--- src/msc_ram.sv ---
`timescale 1ns / 1ps

module msc_ram #(
	parameter int WIDTH = 8,
	parameter int DEPTH = 128,
	parameter int AW    = 7
) (
	input  logic             clk,
	input  logic             we,
	input  logic [AW-1:0]    waddr,
	input  logic [WIDTH-1:0] wdata,
	input  logic             re,
	input  logic [AW-1:0]    raddr,
	output logic [WIDTH-1:0] rdata
);

	logic [WIDTH-1:0] mem [DEPTH];
	logic [WIDTH-1:0] rdata_q;

	always_ff @(posedge clk) begin
		if (we) begin
			mem[waddr] <= wdata;
		end
	end

	always_ff @(posedge clk) begin
		if (re) begin
			rdata_q <= mem[raddr];
		end
	end

	assign rdata = rdata_q;

endmodule

--- config.mk ---
export PLATFORM = sky130hd
export DESIGN_NAME = msc_ram
export DESIGN_NICKNAME = d
export VERILOG_FILES = /design/src/msc_ram.sv
export SDC_FILE = /design/constraint.sdc
export NUM_CORES = 1
export LEC_CHECK = 0
export BUFFER_PORTS_ARGS = -buffer_cell sky130_fd_sc_hd__clkbuf_2
export CAP_MARGIN = 40
export CORE_ASPECT_RATIO = 1.75
export CORE_UTILIZATION = 50
export DETAILED_ROUTE_END_ITERATION = 8
export PLACE_DENSITY = 0.73
export REMOVE_ABC_BUFFERS = 1
export SYNTH_ARGS = -nofsm -noshare
export SYNTH_HDL_FRONTEND = slang
export SYNTH_SLANG_ARGS = --single-unit
--- constraint.sdc ---
create_clock -name clk -period 7.6 [get_ports clk]
set_input_delay 1.52 -clock clk [delete_from_list [all_inputs] [get_ports clk]]
set_output_delay 1.52 -clock clk [all_outputs]
set_load 0.01 [all_outputs]
### After elaboration in Yosys (flattened, before gate mapping)

Memories as Yosys holds them, arrays and structs flattened. A register that Yosys moved wholly into a read port is not among the register bits.
Cells that the tools add are included.

| cells by class | value |
|---|---|
| add/subtract/negate cells | 0 |
| $mul | 0 |
| div/mod/pow operators | 0 |
| order comparisons | 0 |
| equal/unequal tests | 0 |
| shifts and indexed selects | 0 |
| muxes and demuxes | 2 |
| bitwise operators | 0 |
| reduce and logical (&&, ||, !) cells | 0 |

Operators by type and width:

| cell | number |
|---|---|
| 1-bit two-way mux | 2 |

| storage, ports and cells | value |
|---|---|
| flip-flop bits (word level) | 0 |
| bits in latches | 0 |
| memory bits (writable) | 1024 |
| memory bits (read-only) | 0 |
| input bits | 25 |
| output and inout port bits | 8 |
| word-level logic and storage cells | 3 |
| memories | 1 |

Memories:

| memory | words | bits a word | read ports | clocked after Yosys merged registers in | write ports | RTL line | text |
|---|---|---|---|---|---|---|---|
| mem | 128 | 8 | 1 | 1 | 1 | 17 | `logic [WIDTH-1:0] mem [DEPTH];` |

### Longest topological paths before layout

| depth | value |
|---|---|
| word-level depth | 2 |
| mapped depth | 7 |
| gate-level depth less buffers | 4 |

### Worst setup path before layout

No wires, ideal clock.

| timing path | value |
|---|---|
| path type | input -> register |
| start point | input raddr[0] |
| end point | register rdata_q[0] (netlist: rdata[0]), read port of mem (data pin) |
| library setup time | 0.260 ns |
| data arrival time | 3.904 ns |
| data required time | 7.340 ns |
| setup slack | 3.437 ns |
| cell stages on the path | 6 |
| buffers on the path | 2 |
| cell sequence | clkbuf_1 -> buf_1 -> mux4_2 -> mux4_2 -> mux4_2 -> mux2_2 |

RTL lines:

| element | RTL line | text |
|---|---|---|
| start: declaration | 13 | `input logic [AW-1:0] raddr,` |
| end: declaration | 18 | `logic [WIDTH-1:0] rdata_q;` |

==> metrics.txt <==
CTS resizes=0; maximum number of pins on one net before global-route repair=100; DRC=0; setup bufs post-CTS=0; worst endpoint required time=8.00 ns; first-pass GRT wire length=130 mm; max_cap viols=0; GRT Util Overall=0.225; PwrDens=252 nW/um^2; final hold vios=0; worst slew pin tran=0.948 ns; initial antenna violation count=0; #FFs+latches synth=1032; Worst Hold Slack=1.23 ns; hold crit path type=reg -> reg; Rel. slew slack=0.366; RSZ-0062 raised after global routing=false; H-tree lvl count=3; setup tns final=0 ns; Non-Filler Instances=2824; EDFF count, synth=1032; layout cells sized above 1=0.307; Synthesis Warnings=0; chip width=215 um; asr flop ratio synth=0; vias in the first global route=18.7k; post-detail-place hpwl=55.8 mm; GP Congestion=0.845; Routed Antenna Nets=0; CP Max Fanout=99; Seq/Total Area, Yosys=0.780; Area Overhead vs Synth=10.9%; Sink Count=1032; Worst Path Arrival=4.72 ns; crit path buf inv count=2; Top delay family on crit path=multiplexers; final setup violating endpoints=0; CTS tree=yes; Iteration-0 DRC Markers=1990; Pleak=0.0134 uW; grt total ovfl=0; CTS buffer count=82; Buffers on Ports=32; Std-Cell Core Area=78600 um^2; status=completed; max-slew violation count=0; Initial Util=0.506; Placed Cells=2674; Post-CTS Hold Buffers=0; CP Class=in -> reg; Via Count=17.6k; Gate Count Post-Synth=1635; Avg Cell Area, Syn=24.3 um^2; Worst setup EP type=flop; die height=375 um; worst-skew pair later-pin latency=0.65 ns; DRT Pass-1 Iters=8; post-route design area=44100 um^2; final clock period utilization by the worst path=0.568; die area=80700 um^2; slowest cell on the critical path=mux4_2; largest stage delay on the critical path=0.59 ns; clock skew=0.0202 ns; most used cell, CP=mux4_2; Synth Flop Type=edfxtp_1; Total Nets Final=1752; vias per inst=6.24; CP cell instances=buf_8 > buf_12 > mux4_2 > mux4_2 > mux4_2 > mux2_2; # IOs=33; Synth Cell Area=39700 um^2; Achievable Freq=0.232 GHz; CP startpoint kind=input pin; Placed Area=41400 um^2; clk slew on worst S/H paths=0.07 ns; routed wire length per instance=31.1 um; clock period minus worst slack=4.32 ns; Synth cell types=16; # diodes=0; Clock Path Buffers=3; cell at the root of the clock tree=clkbuf_16; Max VDD drop=211 uV; # rows=136; WL final=87.9 mm
-- cell type report --
class | count | area (um^2)
Clock buffer | 99 | 2180
Clock inverter | 47 | 425
Sequential cell | 1032 | 31000
Tap cell | 1035 | 1290
Timing Repair Buffer | 97 | 848
Fill cell | 5606 | 34500
Multi-Input combinational cell | 514 | 8350
-- worst register-to-register path, cell delays in order (launching register included) --
cell and delay [ns]:
edfxtp_1 0.40, mux4_2 0.52, mux4_2 0.59, mux4_2 0.55, mux2_2 0.30
-- sequential cells by signal (all words and copies together), names as in the netlist --
register	count
mem	1024
rdata	8
-- report_power, final --
group          switching, uW  internal [uW]  leakage (uW)
Clock                   1930           2320       0.00127
Combinational            339            236       0.00284
Sequential              12.0           6290       0.00928
Total                   2280           8840        0.0134
-- per-layer routing --
metal  track usage  wire [um]
met1         0.272      30700
met2         0.391      46900
met3        0.0335       5470
met4         0.117       4850
met5             0          0
-- synth_stat cells (7+ instances only) --
cell type  instances  share of area
edfxtp_1        1032           0.78
mux4_2           336           0.19
nor2_1           122          0.012
clkbuf_1          44         0.0042
buf_1             18         0.0017
buf_2             15         0.0019
nand2_1           14         0.0013
nand3_1           12         0.0015
buf_4             11         0.0021
nor3_1             9         0.0011
mux2_2             8         0.0023
nor2b_1            7         0.0011
-- placed cells by master (no fill, tap or decap) --
cell type / n
inv_6: 3
buf_16: 5
nand2b_1: 2
or3_1: 1
nor2_1: 122
buf_4: 62
nand3_1: 12
bufinv_16: 8
nand4_1: 3
nor3_1: 9
nor2b_1: 7
buf_8: 2
clkinv_1: 23
buf_12: 5
clkbuf_1: 14
clkbuf_2: 20
mux4_2: 336
mux2_2: 8
clkinvlp_4: 3
edfxtp_1: 1032
nand2_1: 14
buf_2: 3
clkinv_2: 10
clkbuf_16: 85
-- cell families after synthesis --
family                 Yosys count  synth area share
flip-flops                    1032             0.780
multiplexers                   344             0.193
AND/OR/NAND/NOR                170            0.0175
buffers and inverters           89            0.0101
-- per-stage QoR --
step | setup slack, ns | util | power, uW
detailed placement | 2.58 | 0.527 | 7000
floorplan | 4.19 | - | 6660
CTS | 3.26 | 0.560 | 11200
global placement | 2.58 | 0.524 | 6980
finish | 3.28 | 0.561 | 11100
global route | 3.17 | 0.561 | 11400
-- path summary, 6_finish.rpt --
kind,start,endpoint,slack (ns),cells past startpoint
worst max-delay path,raddr[2],rdata[4],3.28,6
worst min-delay path,mem[52][3],rdata[3],1.23,4
worst max register to register,mem[100][4],rdata[4],4.99,4
worst min register to register,mem[52][3],rdata[3],1.23,4
Power figures use the tool's default switching activity.
